**src/hdl/paa_ram.sv**
```systemverilog
`default_nettype none
module paa_ram #(
   parameter int WIDTH = 128,
   parameter int DEPTH = 8
) (
   input  wire logic                                        clock,
   input  wire logic                                        we,
   input  wire logic [((DEPTH > 1) ? $clog2(DEPTH) : 1)-1:0] waddr,
   input  wire logic [WIDTH-1:0]                            wdata,
   input  wire logic                                        re,
   input  wire logic [((DEPTH > 1) ? $clog2(DEPTH) : 1)-1:0] raddr,
   output logic      [WIDTH-1:0]                            rdata
);
   logic [WIDTH-1:0] mem_ff [DEPTH];

   always_ff @(posedge clock) begin
      if (we) begin
         mem_ff[waddr] <= wdata;
      end
      if (re) begin
         rdata <= mem_ff[raddr];
      end
   end
endmodule
`default_nettype wire

```
**config.mk**
```make
export PLATFORM = sky130hd
export DESIGN_NAME = paa_ram
export DESIGN_NICKNAME = d
export VERILOG_FILES = /design/src/hdl/paa_ram.sv
export SDC_FILE = /design/constraint.sdc
export NUM_CORES = 1
export LEC_CHECK = 0
export BUFFER_PORTS_ARGS = -buffer_cell sky130_fd_sc_hd__buf_2
export CAP_MARGIN = 40
export CORE_MARGIN = 2
export CORE_UTILIZATION = 50
export DETAILED_ROUTE_END_ITERATION = 8
export PLACE_DENSITY = 0.68
export SLEW_MARGIN = 15
export SYNTH_ARGS = -nofsm -noshare
export SYNTH_HDL_FRONTEND = slang
export SYNTH_SLANG_ARGS = --single-unit
```
**constraint.sdc**
```tcl
create_clock -name clock -period 12.2 [get_ports clock]
set_clock_uncertainty 0.2 [all_clocks]
set_input_delay 0 -clock clock [delete_from_list [all_inputs] [get_ports clock]]
set_output_delay 0 -clock clock [all_outputs]
set_load 0.02 [all_outputs]
```
Yosys cells after proc, flatten, opt, wreduce, memory -nomap -nowiden

Memory sizes are Yosys's and may differ from the RTL's. A register that Yosys moved wholly into a read port is not among the register bits.
Index checks and enable logic that the tools add are counted.

Mux-type cells: 2

Operator list:

| cell             | number |
|---|---|
| 2-to-1 mux 1 bit | 2 |

Flip-flop bits (word level): 0
RAM bits: 1024
Bits of input ports: 137
Output and inout bits: 128
Word-level logic and storage cells: 3
Memories: 1

Memory list:

| memory | words | width | rd ports | clocked after Yosys merged registers in | write ports | RTL line | text |
|---|---|---|---|---|---|---|---|
| mem_ff | 8     | 128   | 1        | 1                                       | 1           | 14       | `logic [WIDTH-1:0] mem_ff [DEPTH];` |

Depth between registers and ports, before layout

Gate-level depths: netlist of run 1.

Depth in word-level cells: 2
Depth in mapped cells: 5
Mapped depth without buffers: 2

Worst setup path before layout of run 1

No wires, ideal clock.

Kind: input port to flip-flop
Start point: input waddr[0] in the netlist's numbering
End point: memory mem_ff[0][0] (enable)
Setup time: 774 ps
Arrival time: 8834 ps
Data required time: 11226 ps
Slack: 2392 ps
Stages on the path: 1
Path buffers: 0
Cells stage by stage: nor3_1

RTL lines:

| what               | RTL line | text |
|---|---|---|
| start: declaration | 8        | `input wire logic [((DEPTH > 1) ? $clog2(DEPTH) : 1)-1:0] waddr,` |
| end: declaration   | 14       |  |

Straight into the memory's write port.

Worst setup path after layout of run 1

Start point: input waddr[0] in the netlist's numbering
End point: memory mem_ff[4][4] (enable)

Straight into the memory's write port.

==> results of run 1 <==
-- power breakdown --
| part | internal, mW | switching (mW) |
|---|---|---|
| sequential | 4.52 | 0.0369 |
| combinational | 0.251 | 0.271 |
| clock | 1.90 | 1.42 |
-- repair_timing --
action                    4_1_cts  5_1_grt
hold endpoints to repair     1245        0
resized for setup               0        0
hold buffers                  260        0
-- how the worst max path moves through the flow --
stage	endpoint
final	mem_ff[4][4]
after global routing	mem_ff[4][100]
after CTS	mem_ff[4][123]
after detailed placement	rdata[92]
after global placement	rdata[92]
after floorplan	mem_ff[0][0]
-- state kept, by name (all words and copies together) (netlist names) --
name    flops
rdata     128
mem_ff   1024
-- Yosys cell counts, types with 2 or more instances --
cell	n	share of area, %
sky130_fd_sc_hd__mux4_1	72	4.4
sky130_fd_sc_hd__nand2_1	2	0.018
sky130_fd_sc_hd__edfxtp_1	1152	81
sky130_fd_sc_hd__mux2_2	128	3.4
sky130_fd_sc_hd__buf_6	7	0.18
sky130_fd_sc_hd__nor2_1	6	0.053
sky130_fd_sc_hd__buf_12	2	0.093
sky130_fd_sc_hd__clkbuf_1	12	0.11
sky130_fd_sc_hd__buf_1	13	0.11
sky130_fd_sc_hd__nor3_1	2	0.023
sky130_fd_sc_hd__nand2b_1	3	0.044
sky130_fd_sc_hd__mux4_2	184	9.7
sky130_fd_sc_hd__buf_8	19	0.67
sky130_fd_sc_hd__clkbuf_8	13	0.42
sky130_fd_sc_hd__buf_2	3	0.035
-- cells in the final DEF (no fill, tap or decap), types with 3 or more instances in the layout --
| cell type | instances |
|---|---|
| sky130_fd_sc_hd__clkbuf_1 | 26 |
| sky130_fd_sc_hd__buf_2 | 260 |
| sky130_fd_sc_hd__dlygate4sd3_1 | 260 |
| sky130_fd_sc_hd__nand2b_1 | 3 |
| sky130_fd_sc_hd__clkbuf_16 | 114 |
| sky130_fd_sc_hd__clkinvlp_4 | 5 |
| sky130_fd_sc_hd__clkinv_8 | 3 |
| sky130_fd_sc_hd__buf_12 | 6 |
| sky130_fd_sc_hd__inv_6 | 3 |
| sky130_fd_sc_hd__buf_16 | 15 |
| sky130_fd_sc_hd__clkinv_2 | 24 |
| sky130_fd_sc_hd__clkinv_1 | 27 |
| sky130_fd_sc_hd__bufinv_16 | 9 |
| sky130_fd_sc_hd__mux4_1 | 72 |
| sky130_fd_sc_hd__nor2_4 | 6 |
| sky130_fd_sc_hd__diode_2 | 3 |
| sky130_fd_sc_hd__buf_4 | 35 |
| sky130_fd_sc_hd__mux2_2 | 128 |
| sky130_fd_sc_hd__edfxtp_1 | 1152 |
| sky130_fd_sc_hd__mux4_2 | 184 |
-- final cells by class --
| type | instances | area [um2] | area share, % |
|---|---|---|---|
| Antenna cell | 3 | 7.507 | 0.01446 |
| Clock buffer | 140 | 2950 | 5.681 |
| Clock inverter | 71 | 604.3 | 1.164 |
| Multi-Input combinational cell | 397 | 7591 | 14.62 |
| Sequential cell | 1152 | 34590 | 66.62 |
| Tap cell | 1144 | 1431 | 2.756 |
| Timing Repair Buffer | 580 | 4752 | 9.151 |
-- metrics by stage --
stage                     utilization (%)  instances
after detailed placement            53.74       3010
after global placement              53.21       2992
after global routing                61.08       3485
final                               61.08       3487
after CTS                           60.98       3481
after floorplan                         -       1620
-- worst reg2reg max path: cells and delay by family (launching register included) --
kind / cells / cell delay, ns
mux: 2 / 0.78
flops: 1 / 0.40
-- layer usage --
metal  routed length (um)  share of wire (%)  track usage (%)  vias to the layer above
met1                34940                 40            26.07                    10045
met4                 1471                1.7            4.967                        8
met2                44770                 52            34.65                      518
li1                     -                  -                -                     8348
met5                   51              0.059                0                        -
met3                 5191                6.0            3.789                      110
-- cell families after synthesis --
group                  synth area share (%)
buffers and inverters                 1.650
DFF                                   80.76
muxes                                 17.46
and+or+nand+nor                      0.1373
==> impl_metrics.env, run 1 <==
export IMPL_antenna_found_initial=5
export IMPL_clock_sinks=1152
export IMPL_leakage_nw=17.30
export IMPL_route_detailed_drc=0
export IMPL_place_gp_congestion=0.7043
export IMPL_synthCells=1620
export IMPL_critPathKind="input port to flop"
export IMPL_max_clock_path_buffers=3
export IMPL_fin_worst_hold_slack_ns=0.05693
export IMPL_totalNegativeSetupSlack_ns=0
export IMPL_slew_viol_final=0
export IMPL_critPathArrivalTime_ns=2.83
export IMPL_place_ws_ns=8.865
export IMPL_drt_wl_total_um=86420
export IMPL_drv_max_cap_violation_count=0
export IMPL_relSlewSlack_pct=31.09
export IMPL_ys_warnings_count=0
export IMPL_total_power_mw=8.402
export IMPL_worst_ep_required_time_ns=12.29
export IMPL_worst_path_stages=7
export IMPL_placeableCoreArea_mm2=0.08501
export IMPL_critical_path_slowest_cell="sky130_fd_sc_hd__buf_4"
export IMPL_timing_critical_path_buf_inv=6
export IMPL_status="finished clean"
export IMPL_finalSetupViolCount=0
export IMPL_final_fill_count=5833
export IMPL_timing_rr_end="rdata[0]"
export IMPL_vdd_drop_max_uv=125.1
export IMPL_min_delay_start="wdata[99]"
export IMPL_crit_path_end_kind="flop"
export IMPL_clock_tree_from_tritoncts="done"
export IMPL_groute_usage_overall_pct=19.93
export IMPL_worst_setup_hold_path_clk_slew_ns=0.06
export IMPL_critPathTopFamily="buffers and inverters"
export IMPL_cts_root_buf="sky130_fd_sc_hd__clkbuf_16"
export IMPL_layout_min_cycle_time_ns=2.745
export IMPL_worstPathCellList="dlygate4sd3_1 -> buf_2 -> nor3_2 -> dlygate4sd3_1 -> buf_4 -> buf_12 -> buf_4"
export IMPL_cts_setup_buffers=0
export IMPL_post_dp_hpwl_um=46260
export IMPL_drive_gt1_share_pct=34.10
export IMPL_syn2layout_area_growth_pct=21.23
export IMPL_timing_hold_violations_final=0
export IMPL_num_nets_final=2381
export IMPL_clock_insertion_delay_worst_skew_ns=0.67
export IMPL_globalRouteOverflowTotal=0
export IMPL_num_vias=19029
export IMPL_port_buffer_cells=264
export IMPL_max_stage_delay_ns=0.68
export IMPL_post_synthesis_sequential_element_count=1152
export IMPL_rsz0062_at_grt="false"
export IMPL_floorplan_initialDensity_pct=50.39
export IMPL_worstSetupStartpoint="waddr[0]"
export IMPL_worst_hold_path_endpoint="mem_ff[2][99]"
export IMPL_power_per_cell_area_mw_per_mm2=161.8
export IMPL_r2r_setup_slack_ns=10.57
export IMPL_wire_per_inst_um=24.78
export IMPL_fp_dieH_um=296.7
export IMPL_timing_critical_path_fanout_max=42
export IMPL_finalInstanceArea_mm2=0.05193
export IMPL_r2r_cells=2
export IMPL_r2r_start="mem_ff[7][0]"
export IMPL_postRouteAntennaNets=0
export IMPL_hold_path_depth=2
export IMPL_x_dimension_of_the_die_um=296.7
export IMPL_total_placed_instance_area_mm2=0.04568
export IMPL_most_used_flip_flop_cell_after_synthesis="sky130_fd_sc_hd__edfxtp_1"
export IMPL_sequential_area_share_after_synthesis_pct=80.76
export IMPL_syn_nets=1757
export IMPL_hold_path_class="input port to flop"
export IMPL_period_share_pct=22.50
export IMPL_num_rows=107
export IMPL_die_area_mm2=0.08803
export IMPL_drt_first_iter_violations=1486
export IMPL_grt_max_degree=91
export IMPL_worst_pin_slew_ns=1.034
export IMPL_drt_vias_per_instance=5.457
export IMPL_asyncSetResetFlopFracSynth_pct=0
export IMPL_synth_enable_flop_cells=1152
export IMPL_grt_pass1_wl_um=131000
export IMPL_synth_cell_area_mm2=0.04284
export IMPL_max_clock_freq_ghz=0.3643
export IMPL_first_global_vias=20735
export IMPL_cts_buffers=113
export IMPL_synth_cell_types=17
export IMPL_detailedRoute_firstPassIterationCount=5
export IMPL_ios=265
export IMPL_crit_path_start_kind="input port"
export IMPL_syn_avg_cell_area_um2=26.44
export IMPL_finalWorstSetupSlack_ns=9.455
export IMPL_h_tree_depth=3
Note: power is estimated with default switching activity, not from simulation.
==> run 2, diff against run 1 <==
==> constraint.sdc (replaced) <==
create_clock -name clock -period 2.85 [get_ports clock]
set_clock_uncertainty 0.2 [all_clocks]
set_input_delay 0 -clock clock [delete_from_list [all_inputs] [get_ports clock]]
set_output_delay 0 -clock clock [all_outputs]
set_load 0.02 [all_outputs]
==> impl_metrics.env, run 2 (synthesis gave the netlist of run 1 again) <==
export IMPL_r2r_cells=2
export IMPL_relSlewSlack_pct=52.03
export IMPL_timing_critical_path_fanout_max=31
export IMPL_route_layer_met1_wl_um=35500
export IMPL_h_tree_depth=3
export IMPL_layout_cells_most_common="sky130_fd_sc_hd__edfxtp_1"
export IMPL_cts_buffers=116
export IMPL_globalRouteOverflowTotal=0
export IMPL_first_global_vias=20821
export IMPL_place_ws_ns=0.7178
export IMPL_met2_length_um=45010
export IMPL_max_clock_freq_ghz=0.4324
export IMPL_grt_pass1_wl_um=131800
export IMPL_total_power_mw=36.38
export IMPL_drt_first_iter_violations=1548
export IMPL_finalSetupViolCount=0
export IMPL_antenna_found_initial=9
export IMPL_drt_vias_per_instance=5.514
export IMPL_clock_sinks=1152
export IMPL_p_switching_mw=7.525
export IMPL_route_met3_wl_um=5186
export IMPL_status="finished clean"
export IMPL_layout_min_cycle_time_ns=2.313
export IMPL_r2r_setup_slack_ns=1.23
export IMPL_seq_power_share_pct=53.7
export IMPL_crit_path_frequent_cell="sky130_fd_sc_hd__dlygate4sd3_1"
export IMPL_crit_path_start_kind="input port"
export IMPL_timing_rr_end="rdata[121]"
export IMPL_fp_dieH_um=296.7
export IMPL_max_stage_delay_ns=0.70
export IMPL_cp_endpoint="mem_ff[5][28]"
export IMPL_totalNegativeSetupSlack_ns=0
export IMPL_wire_per_inst_um=24.93
export IMPL_r2r_start="mem_ff[3][121]"
export IMPL_max_clock_path_buffers=3
export IMPL_crit_path_end_kind="flop"
export IMPL_period_share_pct=81.15
export IMPL_worst_setup_hold_path_clk_slew_ns=0.06
export IMPL_worstPathCellList="dlygate4sd3_1 -> buf_2 -> nand2_8 -> dlygate4sd3_1 -> nor2_4 -> buf_12"
export IMPL_clock_tree_from_tritoncts="done"
export IMPL_max_flop_register="mem_ff"
export IMPL_critPathKind="input port to flop"
export IMPL_groute_usage_overall_pct=19.99
export IMPL_worst_path_stages=6
export IMPL_x_dimension_of_the_die_um=296.7
export IMPL_floorplan_initialDensity_pct=50.39
export IMPL_rsz0062_at_grt="false"
export IMPL_ios=265
export IMPL_die_area_mm2=0.08803
export IMPL_detailedRoute_firstPassIterationCount=5
export IMPL_cts_root_buf="sky130_fd_sc_hd__clkbuf_16"
export IMPL_port_buffer_cells=264
export IMPL_critPathArrivalTime_ns=2.46
export IMPL_postRouteAntennaNets=0
export IMPL_top_regs="mem_ff (1024), rdata (128)"
export IMPL_mostFrequentLayoutCells="sky130_fd_sc_hd__edfxtp_1, sky130_fd_sc_hd__dlygate4sd3_1, sky130_fd_sc_hd__buf_2, sky130_fd_sc_hd__mux4_2, sky130_fd_sc_hd__mux2_2"
export IMPL_timing_critical_path_buf_inv=4
export IMPL_placeableCoreArea_mm2=0.08501
export IMPL_largest_register_ffs=1024
export IMPL_worst_pin_slew_ns=0.7178
export IMPL_critical_path_slowest_cell="sky130_fd_sc_hd__dlygate4sd3_1"
export IMPL_num_rows=107
export IMPL_critPathTopFamily="buffers and inverters"
export IMPL_power_per_cell_area_mw_per_mm2=695.5
export IMPL_clock_insertion_delay_worst_skew_ns=0.68
export IMPL_syn2layout_area_growth_pct=22.11
export IMPL_sw_frac_of_total_pct=20.68
export IMPL_highest_signal_layer="met5"
export IMPL_power_share_clock_pct=40.0
export IMPL_post_dp_hpwl_um=46530
export IMPL_num_nets_final=2393
export IMPL_place_gp_congestion=0.7144
export IMPL_internal_power_mw=28.85
export IMPL_worst_ep_required_time_ns=3.00
export IMPL_utilization_pct=61.53
export IMPL_hold_path_class="input port to flop"
export IMPL_timing_hold_violations_final=0
export IMPL_worstSetupStartpoint="we"
export IMPL_power_share_combinational_pct=6.2
export IMPL_grt_max_degree=80
export IMPL_drt_wl_total_um=87230
export IMPL_leakage_nw=17.43
export IMPL_route_detailed_drc=0
export IMPL_vdd_drop_max_uv=601.4
export IMPL_slew_viol_final=0
export IMPL_drv_max_cap_violation_count=0
export IMPL_num_vias=19294
export IMPL_finalWorstSetupSlack_ns=0.5373
export IMPL_drive_gt1_share_pct=34.33
run 2: cell count changes in the layout (fill, tap and decap cells not counted), moves of 2 or more:
cell,before,now
sky130_fd_sc_hd__clkinv_2,24,21
sky130_fd_sc_hd__clkbuf_16,114,116
sky130_fd_sc_hd__clkinv_1,27,31
sky130_fd_sc_hd__clkbuf_1,26,21
sky130_fd_sc_hd__buf_12,6,41
sky130_fd_sc_hd__dlygate4sd3_1,260,265
sky130_fd_sc_hd__clkinv_4,0,2
sky130_fd_sc_hd__nor3_2,2,0
sky130_fd_sc_hd__buf_4,35,19
sky130_fd_sc_hd__nor3_4,0,2
sky130_fd_sc_hd__buf_16,15,0
sky130_fd_sc_hd__inv_16,0,3
run 2: per-layer routing:
layer / track usage (%) / vias up
li1: - / 8373
met1: 26.74 / 10290
met2: 34.01 / 516
met3: 3.950 / 101
met4: 5.064 / 14
met5: 0 / -
run 2: how the worst min path moves through the flow:
stage,start,endpoint,slack (ns),depth (start not counted)
floorplan,wdata[0],mem_ff[0][0],-0.10,0
global placement,wdata[38],mem_ff[4][38],0.06,1
detailed placement,wdata[44],mem_ff[2][44],0.06,1
CTS,wdata[56],mem_ff[4][56],0.002,2
global route,wdata[56],mem_ff[0][56],0.04,2
finish,wdata[59],mem_ff[4][59],0.04,2
run 2: final cells by class:
class / count / area, um2
Antenna cell: 4 / 10.01
Clock inverter: 76 / 695.7
Fill cell: 5759 / 32700
Multi-Input combinational cell: 397 / 7627
Tap cell: 1144 / 1431
Sequential cell: 1152 / 34590
Clock buffer: 137 / 2982
Timing Repair Buffer: 589 / 4970
run 2: repair_timing:
item | CTS | global route
buffers inserted | 0 | 0
gates resized for setup | 0 | 0
endpoints found under the hold margin | 2185 | 0
setup endpoints to repair | 0 | 90
hold buffers | 266 | 0
run 2: stage by stage:
stage / cell area (um2) / instances / hold slack [ns]
after detailed placement: 45970 / 3017 / 0.06105
after floorplan: 42900 / 1620 / -0.1011
after global routing: 52300 / 3497 / 0.04181
final: 52310 / 3499 / 0.03847
after global placement: 45970 / 3017 / 0.05656
after CTS: 52310 / 3496 / 0.001878
run 2: power groups by stage:
| stage | logic [mW] | registers [mW] | clock network (mW) |
|---|---|---|---|
| 6_report | 2.27 | 19.5 | 14.6 |
| 5_1_grt | 2.43 | 19.6 | 15.5 |
| 4_1_cts | 2.30 | 19.6 | 14.9 |
| 3_5_place_dp | 1.99 | 19.9 | 0 |
| 3_3_place_gp | 1.94 | 19.9 | 0 |
| 2_1_floorplan | 1.02 | 20.1 | 0 |
