[src/hdl/paa_pkg.sv]
`default_nettype none
package paa_pkg;

   localparam int QW   = 32;
   localparam int DVW  = 48;
   localparam int SUMW = 49;

   localparam logic signed [QW-1:0] Q_MAX = 32'sh7FFF_FFFF;
   localparam logic signed [QW-1:0] Q_MIN = 32'sh8000_0000;

   typedef enum logic [9:0] {
      ST_IDLE  = 10'b00_0000_0001,
      ST_READ  = 10'b00_0000_0010,
      ST_OFFS  = 10'b00_0000_0100,
      ST_SQMUL = 10'b00_0000_1000,
      ST_SQACC = 10'b00_0001_0000,
      ST_DCHK  = 10'b00_0010_0000,
      ST_DIVW  = 10'b00_0100_0000,
      ST_FORCE = 10'b00_1000_0000,
      ST_TMUL  = 10'b01_0000_0000,
      ST_TADD  = 10'b10_0000_0000
   } state_type;

   typedef struct packed {
      logic            start;
      logic [DVW-1:0]  dividend;
      logic [DVW-1:0]  divisor;
   } div_req_type;

   typedef struct packed {
      logic            done;
      logic [DVW-1:0]  quotient;
   } div_rsp_type;

   // {flag, value}
   function automatic logic [QW:0] sat32(input logic signed [SUMW-1:0] v);
      logic [QW:0] r;
      if (v > SUMW'(Q_MAX)) begin
         r = {1'b1, Q_MAX};
      end else if (v < SUMW'(Q_MIN)) begin
         r = {1'b1, Q_MIN};
      end else begin
         r = {1'b0, v[QW-1:0]};
      end
      return r;
   endfunction

   function automatic logic [QW-1:0] mag32(input logic signed [QW-1:0] v);
      logic [QW-1:0] r;
      r = v[QW-1] ? (~v + 32'd1) : v;
      return r;
   endfunction

endpackage
`default_nettype wire

[src/hdl/paa_div.sv]
`default_nettype none
module paa_div (
   input  wire logic                 clock,
   input  wire logic                 reset,
   input  wire paa_pkg::div_req_type req,
   output paa_pkg::div_rsp_type      rsp
);
   localparam int W = paa_pkg::DVW;
   localparam int CNTW = $clog2(W);

   logic            busy_ff,  busy_in;
   logic            done_ff,  done_in;
   logic [CNTW-1:0] cnt_ff,   cnt_in;
   logic [W:0]      rem_ff,   rem_in;
   logic [W-1:0]    quo_ff,   quo_in;
   logic [W-1:0]    dsr_ff,   dsr_in;
   logic [W:0]      rem_sh;
   logic [W:0]      diff;

   always_comb begin
      busy_in = busy_ff;
      done_in = 1'b0;
      cnt_in  = cnt_ff;
      rem_in  = rem_ff;
      quo_in  = quo_ff;
      dsr_in  = dsr_ff;
      rem_sh  = {rem_ff[W-1:0], quo_ff[W-1]};
      diff    = rem_sh - {1'b0, dsr_ff};
      if (req.start) begin
         busy_in = 1'b1;
         cnt_in  = '0;
         rem_in  = '0;
         quo_in  = req.dividend;
         dsr_in  = req.divisor;
      end else if (busy_ff) begin
         if (!diff[W]) begin
            rem_in = diff;
            quo_in = {quo_ff[W-2:0], 1'b1};
         end else begin
            rem_in = rem_sh;
            quo_in = {quo_ff[W-2:0], 1'b0};
         end
         cnt_in = cnt_ff + CNTW'(1);
         if (cnt_ff == CNTW'(W - 1)) begin
            busy_in = 1'b0;
            done_in = 1'b1;
         end
      end
   end

   always_ff @(posedge clock) begin
      if (reset) begin
         busy_ff <= 1'b0;
         done_ff <= 1'b0;
      end else begin
         busy_ff <= busy_in;
         done_ff <= done_in;
      end
      cnt_ff <= cnt_in;
      rem_ff <= rem_in;
      quo_ff <= quo_in;
      dsr_ff <= dsr_in;
   end

   assign rsp.done     = done_ff;
   assign rsp.quotient = quo_ff;
endmodule
`default_nettype wire

[config.mk]
export PLATFORM = sky130hd
export DESIGN_NAME = paa_div
export DESIGN_NICKNAME = d
export VERILOG_FILES = /design/src/hdl/paa_pkg.sv /design/src/hdl/paa_div.sv
export SDC_FILE = /design/constraint.sdc
export NUM_CORES = 1
export LEC_CHECK = 0
export BUFFER_PORTS_ARGS = -buffer_cell sky130_fd_sc_hd__buf_2
export CORE_ASPECT_RATIO = 1.75
export CORE_UTILIZATION = 40
export CTS_CLUSTER_SIZE = 28
export DETAILED_ROUTE_END_ITERATION = 10
export SYNTH_ARGS = -nofsm -noshare
export SYNTH_HDL_FRONTEND = slang
export SYNTH_SLANG_ARGS = --single-unit
[constraint.sdc]
create_clock -name clock -period 8.5 [get_ports clock]
set_input_delay 1.7 -clock clock [delete_from_list [all_inputs] [get_ports clock]]
set_output_delay 1.7 -clock clock [all_outputs]
set_load 0.005 [all_outputs]
# Word level (Yosys, flattened, before mapping)
# Cells that the tools add are included.
dict set report word_totals {
  regBits 152
  in_bits 99
  out_inout_bits 49
  wordCells 20
}
dict set report classes {
  addsub 2
  eq_ne 1
  mux 8
  bitwise_logic 1
  reduce_logical 2
}
# cell n
set op_table {}
lappend op_table {{two-way mux 48 bit} 3}
lappend op_table {{subtractor 49 x 48 -> 49 bit} 1}
lappend op_table {{adder 6 x 1 -> 6 bit, second input constant} 1}
lappend op_table {{equality test 6 bit, second input constant} 1}
lappend op_table {{two-way mux 1 bit} 5}
lappend op_table {{OR reduction 3 bit} 1}
lappend op_table {{nonzero test 2 bit} 1}
lappend op_table {{inverter 1 bit} 1}

# Depth between registers and ports, before layout
# Gate-level depths: netlist (run 1).
dict set report logic_depth {
  ltp_word 4
  depth_mapped 14
  depth_no_buf 13
}

# Worst setup path after synthesis (run 1)
# OpenSTA, ideal clock, no wires.
dict set report synth_path {
  path_type {input to register}
  start {input req[96] in the netlist's numbering}
  end {register quo_ff[0], enable pin}
  setup_time_ns 0.402
  t_arrival_ns 3.125
  slack_ns 4.972
  cell_stages 4
  cell_sequence {clkbuf_1 > nor2_1 > clkbuf_1 > inv_1}
}
dict set report synth_via {
  elab_chain_cells 1
}
# item line_no
set synth_rtl {}
lappend synth_rtl {{start, declared} paa_div.sv:5} ;# input wire paa_pkg::div_req_type req,
lappend synth_rtl {{nonzero test 2 bit (no source line)} --}
lappend synth_rtl {{end signal, assigned} paa_div.sv:61} ;# quo_ff <= quo_in;
lappend synth_rtl {{end, declared} paa_div.sv:15} ;# logic [W-1:0] quo_ff, quo_in;
# Every way passes these cells.
# A chain may end at the register's enable or synchronous reset.

# Worst setup path in the final report (run 1)
dict set report layout_path {
  start {register quo_ff[47]}
  end {register rem_ff[0]}
}
dict set report layout_via {
  elab_chain_cells 2
}
# item line_no
set layout_rtl {}
lappend layout_rtl {{subtractor 49 x 48 -> 49 bit} paa_div.sv:28} ;# diff = rem_sh - {1'b0, dsr_ff};
lappend layout_rtl {{two-way mux 48 bit (*)} paa_div.sv:36} ;# if (!diff[W]) begin
lappend layout_rtl {{end signal, assigned} paa_div.sv:60} ;# rem_ff <= rem_in;
lappend layout_rtl {{end, declared} paa_div.sv:14} ;# logic [W:0] rem_ff, rem_in;
# Mark *: on every way between the ends. The rest lies on a longest branch, timed or not.

==> impl_metrics.tcl, run 1 <==
set metrics [dict create \
    status "completed" \
    cts_max_path_buffers 2 \
    synth_nets 1022 \
    netlist_top_cells_area "edfxtp_1 (33%), dfxtp_1 (13%), ha_1 (6.9%), mux2_2 (6.4%), mux2i_1 (4.5%)" \
    grt_start_max_net_pins 71 \
    setup_viol 0 \
    cts_resized 0 \
    power_frac_clock_pct 35.3 \
    yosysMostFrequentCell "edfxtp_1" \
    ff2ff_setup_slack_ns 4.26 \
    p_comb_share_pct 22.0 \
    synth_top_area_share_pct 32.6 \
    synth_cell_types 62 \
    r2r_start "quo_ff[47]$_DFFE_PP_" \
    die_w_um 114 \
    cts_root_buf "clkbuf_16" \
    power.leakage_nw 4.36 \
    drc 0 \
    whs_endpoint "rem_ff[1]$_SDFFE_PP0P_" \
    finish.net_count 1145 \
    antenna_found_initial 0 \
    htreeDepth 4 \
    crit_type "reg -> reg" \
    syn_to_final_growth_pct 16.6 \
    cts_made_buffers 17 \
    layout_worst_path_cycle_share_pct 49.9 \
    dp_hpwl_um 15300 \
    relSlewSlack_pct 31.8 \
    hold_depth 2 \
    min_period_ns 4.24 \
    synthArstFlopShare_pct 0 \
    synth_area_per_cell_sq_um 10.1 \
    hold_viol_final 0 \
    drtAntennaViolNets 0 \
    critPathMaxFanout 35 \
    start_util_pct 41.0 \
    clock_skew_ns 0.0127 \
    worst_setup_path_start_kind "flop" \
    tns_ns 0 \
    p_int_w 0.00146 \
    min_from "rem_ff[1]$_SDFFE_PP0P_" \
    multi_input_area_sq_um 4390 \
    max_clock_freq_mhz 236 \
    slowest_stage "xor2_4" \
    port_buffers 147 \
    r2r_cells 14 \
    r2r-end "rem_ff[0]$_SDFFE_PP0P_" \
    cp.required_ns 8.89 \
    routed_via_density 5.24 \
    p_switching_w 0.000634 \
    ys_seq_area_share_pct 45.2 \
    drv_cap 0 \
    finalPower_w 0.00209 \
    arrival_ns 4.63 \
    seq_area_sq_um 4010 \
    synth_top_area_cell "edfxtp_1" \
    cts_hold_buffers 0 \
    die_h_um 199 \
    cts_tree "built" \
    rsz0062_at_grt "false" \
    clk_pin_slew_worst_paths_ns 0.07 \
    crit_path_end_kind "flop" \
    cts_sinks 152 \
    worstMarginPinSlew_ns 1.02 \
    via_count 6823 \
    num_antenna_cells 0 \
    overflow 0 \
    drt_pass1_iterations 6 \
    core.rowCount 71 \
    routed_wirelength_um 20700 \
    power.share.sequential_pct 42.7 \
    path_cells "inv_1 -> ha_1 -> fa_1 -> nand2b_1 -> a21oi_1 -> o211ai_1 -> a21oi_1 -> nor3_1 -> o41ai_4 -> xor2_4 -> buf_4 -> mux2i_1 -> mux2i_1 -> nor2_1" \
    core_sq_um 21600 \
    drt-initial-drc-count 319 \
    gp_congestion 0.861 \
    hold_class "reg -> reg" \
    grt_pass1_wl_um 34000 \
    routedWlPerCell_um 15.9 \
    synth_edf_count 96 \
    switching_share_pct 30.3 \
    gr-usage-all-layers_pct 19.5 \
    groute.layer.met3.usage_pct 4.78 \
    netlist_area_sq_um 8850 \
    fillerInstances 2075 \
    post-cts-setup-buffers 0 \
    yosysWarnings 0 \
    grt_pass1_vias 7026 \
    ys.flop_type "edfxtp_1" \
    busiest_layer "met2" \
    ys_seq_elements 152 \
    synthCells 873 \
    clk_latency_ns 0.45 \
    yosys-top-cells-count "edfxtp_1 (96), nand2_1 (71), a21oi_1 (66), nor2_1 (64), inv_1 (60)" \
    grt_use_met1_pct 19.7 \
    cp_slowest_stage_delay_ns 0.67 \
    use_met2_pct 35.9 \
    dieArea_sq_um 22800 \
    slew_violations 0 \
    drive_gt1_share_pct 24.7 \
    vdd_drop_max_mv 0.137 \
    p_per_area_nw_per_um2 203 \
    io-pin-count 148 \
]
-- cell type report --
class / count / area share [%]
clock buffers: 18 / 4.36
well taps: 292 / 3.54
clock inverters: 14 / 1.19
inverters: 60 / 2.18
repair buffers: 151 / 7.44
flip-flops and latches: 152 / 38.8
multi-input cells: 614 / 42.5
-- routing by layer --
metal  vias up  share of wire [%]
met1      3204                 38
met3        48                4.2
li1       3409                  -
met4         0                3.8
met5         -                  0
met2       162                 54
-- metrics by stage --
stage          utilization, %  hold slack, ns  instance area, sq um  instances  worst slack, ns
2_1_floorplan               -           0.448                  8850        873             4.97
3_3_place_gp             45.2           0.475                  9750       1269             4.27
3_5_place_dp             45.2           0.482                  9750       1269             4.19
4_1_cts                  47.8           0.492                 10300       1301             4.18
5_1_grt                  47.8           0.514                 10300       1301             3.93
6_report                 47.8           0.490                 10300       1301             4.26
-- worst max-delay path: cells and delay by family, from the launching register on --
| family | cells | cell delay [ns] |
|---|---|---|
| AO/OA/AOI/OAI | 4 | 1.11 |
| buffers and inverters | 2 | 0.68 |
| XOR/XNOR | 1 | 0.67 |
| adder cells (fa/ha/maj) | 2 | 0.61 |
| AND/OR/NAND/NOR | 3 | 0.40 |
| multiplexers | 2 | 0.35 |
| flip-flops | 1 | 0.34 |
-- cell usage in the layout (no fill, tap or decap), types with 9 or more instances in the layout --
cell / netlist / final
mux2i_1: 40 / 40
nand3_1: 9 / 9
ha_1: 49 / 49
buf_2: 11 / 146
nand4_1: 16 / 16
clkbuf_16: 0 / 18
nand2b_1: 9 / 9
xor2_1: 17 / 17
xnor2_1: 30 / 30
dfxtp_1: 56 / 55
o21ai_0: 50 / 50
a21oi_1: 66 / 66
edfxtp_1: 96 / 96
a211oi_1: 27 / 27
nor2_1: 64 / 63
inv_1: 60 / 59
mux2_2: 50 / 50
nand2_1: 71 / 71
a21o_1: 19 / 19
-- flip-flops by register name, indices dropped and copies added, names as in the netlist --
| name | cells |
|---|---|
| quo_ff | 48 |
| busy_ff | 1 |
| rem_ff | 48 |
| dsr_ff | 48 |
| done_ff | 1 |
| cnt_ff | 6 |
-- power by group through the flow --
stage / logic (W) / registers [W] / clock network (W)
6_report: 0.000461 / 0.000893 / 0.000740
3_5_place_dp: 0.000462 / 0.000908 / 0
3_3_place_gp: 0.000458 / 0.000908 / 0
4_1_cts: 0.000465 / 0.000894 / 0.000759
2_1_floorplan: 0.000339 / 0.000901 / 0
5_1_grt: 0.000513 / 0.000901 / 0.000786
-- kinds of logic after synthesis --
kind of cell | after synthesis | share of synthesized area (%)
compound gates | 219 | 15.7
simple gates | 207 | 10.9
flops | 152 | 45.2
buf+inv | 107 | 5.26
mux | 90 | 10.9
fa+ha+maj | 50 | 7.15
xor+xnor | 48 | 4.96
-- how the worst max path moves through the flow --
stage,cells after the start,slack [ns],end,from
after floorplan,4,4.97,quo_ff[0]$_DFFE_PP_,req[96]
after global placement,14,4.27,rem_ff[0]$_SDFFE_PP0P_,quo_ff[47]$_DFFE_PP_
after detailed placement,14,4.19,rem_ff[0]$_SDFFE_PP0P_,quo_ff[47]$_DFFE_PP_
after CTS,14,4.18,rem_ff[0]$_SDFFE_PP0P_,quo_ff[47]$_DFFE_PP_
after global routing,13,3.93,rem_ff[22]$_SDFFE_PP0P_,quo_ff[47]$_DFFE_PP_
final,14,4.26,rem_ff[0]$_SDFFE_PP0P_,quo_ff[47]$_DFFE_PP_
No activity file was read; power rests on OpenSTA's default activity.
==> run 2: changes to the inputs <==
- ABC_AREA: unset -> 1
- clock period: 8.5 -> 3.8 ns (I/O delays scaled with it)
==> run 2 against run 1 <==
  * Sequential power grew 110%
  * Fmax grew 50%
  * Synthesized cell count grew 86%
  * Setup slack lost 3.3 ns
  * Routed wire length grew 48%
  * Global-route usage grew 3.8 points
  * Hold slack lost 0.017 ns
  * Non-clock buffer count grew 4
  * Count of clock-buffer cells in the layout shrank 1
  * Die area grew 18%
  * Combinational power grew 8.0%
  * Via count grew 44%
==> impl_metrics.tcl, run 2 <==
set metrics [dict create \
    synthArstFlopShare_pct 0 \
    synthCells 1624 \
    hold_viol_final 0 \
    synth_cell_types 36 \
    core.rowCount 78 \
    drc 0 \
    dieArea_sq_um 26900 \
    antenna_found_initial 0 \
    cp.depth 18 \
    synth-simple-area-share_pct 37.5 \
    critPathMaxFanout 21 \
    finish.net_count 1916 \
    drv_cap 0 \
    yosysMostFrequentCell "nand2_1" \
    synth_nets 1773 \
    clock_skew_ns 0.0135 \
    crit_family "simple AND/OR/NAND/NOR gates" \
    drive_gt1_share_pct 11.9 \
    port_buffers 147 \
    htreeDepth 4 \
    dp_hpwl_um 24500 \
    gr-usage-all-layers_pct 23.3 \
    num_antenna_cells 0 \
    multi_input_area_sq_um 5100 \
    final_cell_area_sq_um 12200 \
    seq_area_sq_um 4000 \
    p_per_area_nw_per_um2 351 \
    via_count 9857 \
    routedWlPerCell_um 14.6 \
    clk_pin_slew_worst_paths_ns 0.07 \
    r2r-end "rem_ff[13]$_SDFFE_PP0P_" \
    max_clock_freq_mhz 354 \
    crit_end "rem_ff[13]$_SDFFE_PP0P_" \
    ys_seq_area_share_pct 38.1 \
    synth_top_family_by_area "simple AND/OR/NAND/NOR gates" \
    path_cells "inv_1 -> ha_1 -> fa_1 -> inv_1 -> nand2_1 -> nand2_1 -> nand3_1 -> nand2_1 -> nand2_1 -> nand2_2 -> nand2_2 -> nand3_2 -> nand2_4 -> nand2_2 -> buf_4 -> nand2_1 -> nand3_1 -> nand2_1" \
    cts_max_path_buffers 2 \
    reg.largest.list "dsr_ff (48), quo_ff (48), rem_ff (48)" \
    cts_made_buffers 17 \
    slowest_stage "fa_1" \
    clk_latency_ns 0.46 \
    synthMuxAreaShare_pct 0 \
    routed_wirelength_um 30600 \
    gp_congestion 0.977 \
    cts_hold_buffers 0 \
    drt_pass1_iterations 6 \
    cp_slowest_stage_delay_ns 0.40 \
    overflow 0 \
    die_h_um 216 \
    start_util_pct 40.6 \
    hold_ws_ns 0.473 \
    hold_class "in -> reg" \
    netlist_area_sq_um 10500 \
    tns_ns 0 \
    relSlewSlack_pct 31.6 \
    synth_edf_count 96 \
    cp_common_cell "nand2_1" \
    die_w_um 124 \
    core_sq_um 25900 \
    slew_violations 0 \
    rsz0062_at_grt "false" \
    grt_pass1_vias 9697 \
    synth_top_area_cell "edfxtp_1" \
    placedInstanceArea_sq_um 11600 \
    r2r_cells 18 \
    drtAntennaViolNets 0 \
    crit_type "reg -> reg" \
    fillerInstances 2742 \
    worstMarginPinSlew_ns 1.03 \
    grt_start_max_net_pins 83 \
    synthAdderAreaFrac_pct 6.03 \
    r2r_start "quo_ff[47]$_DFFE_PP_" \
    cts_sinks 152 \
    yosysWarnings 0 \
    netlist_top_cells_area "edfxtp_1 (27%), nand2_1 (26%), inv_1 (12%), dfxtp_1 (11%), ha_1 (5.8%)" \
    status "completed" \
    cts_resized 0 \
    vdd_drop_max_mv 0.315 \
    synth_compound_area_share_pct 2.97 \
    synthXorXnorAreaFrac_pct 2.09 \
    cp.required_ns 4.15 \
    syn_to_final_growth_pct 16.4 \
    layout_common_cells "nand2_1 (731), inv_1 (324), buf_2 (146)" \
    cts_tree "built" \
    power.leakage_nw 6.78 \
    arrival_ns 3.18 \
    crit_path_end_kind "flop" \
    grt_pass1_wl_um 48300 \
    path_buf_inv 3 \
    ys_seq_elements 152 \
    post-cts-setup-buffers 0 \
    synth_top_area_share_pct 27.5 \
    cts_root_buf "clkbuf_16" \
    layout_worst_path_cycle_share_pct 74.4 \
    worst_setup_path_start_kind "flop" \
    ff2ff_setup_slack_ns 0.97 \
    drt-initial-drc-count 451 \
    crit_start "quo_ff[47]$_DFFE_PP_" \
    min_period_ns 2.83 \
    setup_viol 0 \
    ys.flop_type "edfxtp_1" \
    io-pin-count 148 \
    synth_area_per_cell_sq_um 6.46 \
    yosys-top-cells-count "nand2_1 (731), inv_1 (325), nor2_1 (110), edfxtp_1 (96), nand3_1 (90)" \
    routed_via_density 4.69 \
    mostFrequentLayoutCell "nand2_1" \
]
==> run 2: cell types whose count changed after synthesis, sizes merged, moves of 13 or more <==
| cell | previous run | this run |
|---|---|---|
| nand3 | 9 | 91 |
| a21oi | 66 | 31 |
| o21ai | 54 | 19 |
| a21o | 19 | 1 |
| a211oi | 27 | 0 |
| nand2 | 71 | 738 |
| nor2 | 64 | 117 |
| mux2i | 40 | 0 |
| inv | 60 | 330 |
| mux2 | 50 | 0 |
| xor2 | 18 | 5 |
==> run 2: cells by family after synthesis <==
group           after synthesis
simple gates                978
buf+inv                     362
flops                       152
compound gates               57
fa+ha+maj                    50
xor+xnor                     25
==> run 2: cell type report <==
type,instances,area share (%)
Clock buffer,17,3.48
Multi-Input combinational cell,1110,41.8
Inverter,331,10.2
Tap cell,320,3.28
Sequential cell,152,32.8
Timing Repair Buffer,155,6.63
Clock inverter,15,1.92
==> run 2: worst min-delay path by stage <==
stage | from | endpoint | slack, ns | cells past startpoint
after detailed placement | rem_ff[4]$_SDFFE_PP0P_ | rem_ff[4]$_SDFFE_PP0P_ | 0.46 | 2
after CTS | req[2] | dsr_ff[2]$_DFFE_PP_ | 0.45 | 1
final | req[2] | dsr_ff[2]$_DFFE_PP_ | 0.47 | 1
after global routing | req[36] | dsr_ff[36]$_DFFE_PP_ | 0.46 | 1
after floorplan | rem_ff[0]$_SDFFE_PP0P_ | rem_ff[0]$_SDFFE_PP0P_ | 0.45 | 2
after global placement | rem_ff[6]$_SDFFE_PP0P_ | rem_ff[6]$_SDFFE_PP0P_ | 0.46 | 2
==> run 2: power breakdown <==
| group | leakage [nW] | internal (W) | switching (W) |
|---|---|---|---|
| sequential | 1.41 | 0.00187 | 0.0000422 |
| clock | 0.321 | 0.00108 | 0.000807 |
| combinational | 5.04 | 0.000180 | 0.000317 |
==> run 2: routing by layer <==
layer | vias to the layer above | global-route usage [%] | wire [um]
met5 | - | 0 | 0
met4 | 0 | 14.8 | 1770
met3 | 80 | 3.83 | 975
met2 | 219 | 45.8 | 16800
met1 | 4374 | 21.9 | 11100
li1 | 5184 | - | -
==> run 2: through the flow <==
step | instances | util [%] | power, W | setup slack, ns
final | 2100 | 47.3 | 0.00430 | 0.971
after global placement | 2068 | 44.7 | 0.00245 | 1.06
after global routing | 2100 | 47.3 | 0.00447 | 0.711
after floorplan | 1624 | - | 0.00223 | 1.14
after detailed placement | 2068 | 44.7 | 0.00245 | 1.00
after CTS | 2100 | 47.3 | 0.00435 | 0.990
==> run 3: changes to the inputs <==
- clock period: 3.8 -> 2.63 ns (I/O delays scaled with it)
==> run 3 against run 2 <==
  * Count of clock-buffer cells in the layout stayed put
  * Register-to-register slack worse by 0.89 ns
  * Setup slack worse by 0.89 ns
  * Via count grew 1.6%
  * Critical path type unchanged
  * Hold slack got worse by 0.23 ns
  * Fmax rose by 11%
  * Sequential share of layout area decreased by 1.3 points
  * Non-clock buffer count grew 38
  * Combinational power up 55%
  * Critical path depth is 8 lower
  * Sequential power rose by 45%
  * Largest cell class unchanged
  * Highest routed layer unchanged
==> impl_metrics.tcl, run 3 (synthesized netlist as in run 2, its figures left out) <==
set metrics [dict create \
    status "completed" \
    drc 0 \
    critPathMaxFanout 8 \
    cp_slowest_stage_delay_ns 0.34 \
    gp_congestion 0.950 \
    groute.layer.met3.usage_pct 3.73 \
    cp_common_cell "nand2_1" \
    arrival_ns 2.74 \
    crit_family "simple AND/OR/NAND/NOR gates" \
    htreeDepth 4 \
    io-pin-count 148 \
    finish.net_count 1954 \
    vdd_drop_max_mv 0.468 \
    min_period_ns 2.55 \
    mostFrequentLayoutCell "nand2_1" \
    start_util_pct 40.6 \
    max_clock_freq_mhz 392 \
    p_per_area_nw_per_um2 479 \
    grt_start_max_net_pins 60 \
    placedInstanceArea_sq_um 11800 \
    busiest_layer "met2" \
    die_h_um 216 \
    gr-usage-all-layers_pct 24.0 \
    path_cells "ha_1 -> nand2_1 -> a21oi_1 -> nor2_1 -> nand2_1 -> a21oi_4 -> nand4_1 -> nand2_8 -> clkbuf_16 -> o21ai_1" \
    cts_sinks 152 \
    crit_type "reg -> reg" \
    cts_tree "built" \
    layout_common_cells "nand2_1 (723), inv_1 (323), buf_2 (146)" \
    routedWlPerCell_um 15.1 \
    drt_pass1_iterations 5 \
    grt_pass1_vias 10000 \
    drv_cap 0 \
    clk_latency_ns 0.46 \
    drt-initial-drc-count 479 \
    cts_max_path_buffers 2 \
    routed_via_density 4.69 \
    cp.required_ns 2.81 \
    routed_wirelength_um 32200 \
    layout_worst_path_cycle_share_pct 97.0 \
    cts_made_buffers 17 \
    path_buf_inv 1 \
    antenna_found_initial 0 \
    port_buffers 147 \
    core.rowCount 78 \
    clock_skew_ns 0.0178 \
    worstMarginPinSlew_ns 0.621 \
    dieArea_sq_um 26900 \
    use_met2_pct 45.2 \
    slew_violations 0 \
    syn_to_final_growth_pct 21.2 \
    drtAntennaViolNets 0 \
    grt_pass1_wl_um 49600 \
    hold_class "in -> reg" \
    overflow 0 \
    die_w_um 124 \
    setup_viol 0 \
    fillerInstances 2645 \
    grt_use_met1_pct 22.2 \
    tns_ns 0 \
    worst_setup_path_start_kind "flop" \
    hold_viol_final 0 \
    num_antenna_cells 0 \
    slowest_stage "dfxtp_1" \
    core_sq_um 25900 \
    via_count 10000 \
    reg.largest.list "dsr_ff (48), quo_ff (48), rem_ff (48)" \
    cts_root_buf "clkbuf_16" \
    final_cell_area_sq_um 12700 \
    power.leakage_nw 7.02 \
    relSlewSlack_pct 58.6 \
    dp_hpwl_um 25200 \
    clk_pin_slew_worst_paths_ns 0.07 \
    drive_gt1_share_pct 15.3 \
    crit_path_end_kind "flop" \
]
[run 3: final timing paths]
path / startpoint / to / slack [ns] / cells after the start
setup / recovery: rem_ff[46]$_SDFFE_PP0P_ / quo_ff[0]$_DFFE_PP_ / 0.08 / 10
hold / removal: req[11] / dsr_ff[11]$_DFFE_PP_ / 0.24 / 1
setup reg to reg: rem_ff[46]$_SDFFE_PP0P_ / quo_ff[0]$_DFFE_PP_ / 0.08 / 10
hold reg to reg: rem_ff[1]$_SDFFE_PP0P_ / rem_ff[1]$_SDFFE_PP0P_ / 0.47 / 2
[run 3: area by class of cell]
cell class | instances | area (sq um) | area share [%]
tap | 320 | 400 | 3.15
timing repair buffer | 193 | 1220 | 9.62
sequential | 152 | 4000 | 31.5
inverter | 331 | 1240 | 9.76
clock buffer | 17 | 425 | 3.34
clock inverter | 15 | 181 | 1.43
multi-input combinational | 1110 | 5250 | 41.2
[run 3: power breakdown]
part / internal [W] / switching, W
sequential: 0.00270 / 0.0000618
combinational: 0.000293 / 0.000479
clock: 0.00144 / 0.00112
[run 3: timing repair]
action,in CTS,in global routing
gates resized for setup,0,41
setup endpoints to repair,0,42
hold buffers,0,0
buffers inserted,0,1
[run 3: stage by stage]
step                power, W  hold WS (ns)  worst slack (ns)  instances  util (%)
floorplan            0.00322         0.449             0.205       1624         -
global placement     0.00357         0.459             0.168       2099      45.8
detailed placement   0.00358         0.464             0.130       2099      45.8
CTS                  0.00616         0.215             0.126       2131      48.1
global route         0.00636         0.222           -0.0213       2138      49.2
finish               0.00609         0.240            0.0795       2138      49.2
[run 3: worst register-to-register path, stage by stage (launching register included)]
cell       delay (ns)
dfxtp_1          0.34
ha_1             0.35
nand2_1          0.14
a21oi_1          0.06
nor2_1           0.28
nand2_1          0.17
a21oi_4          0.22
nand4_1          0.26
nand2_8          0.23
clkbuf_16        0.18
o21ai_1          0.06
[run 3: per-layer routing]
metal	vias to the layer above	share of wire (%)
met5	-	0
met4	0	9.2
met3	120	3.5
met2	266	52
met1	4378	35
li1	5253	-
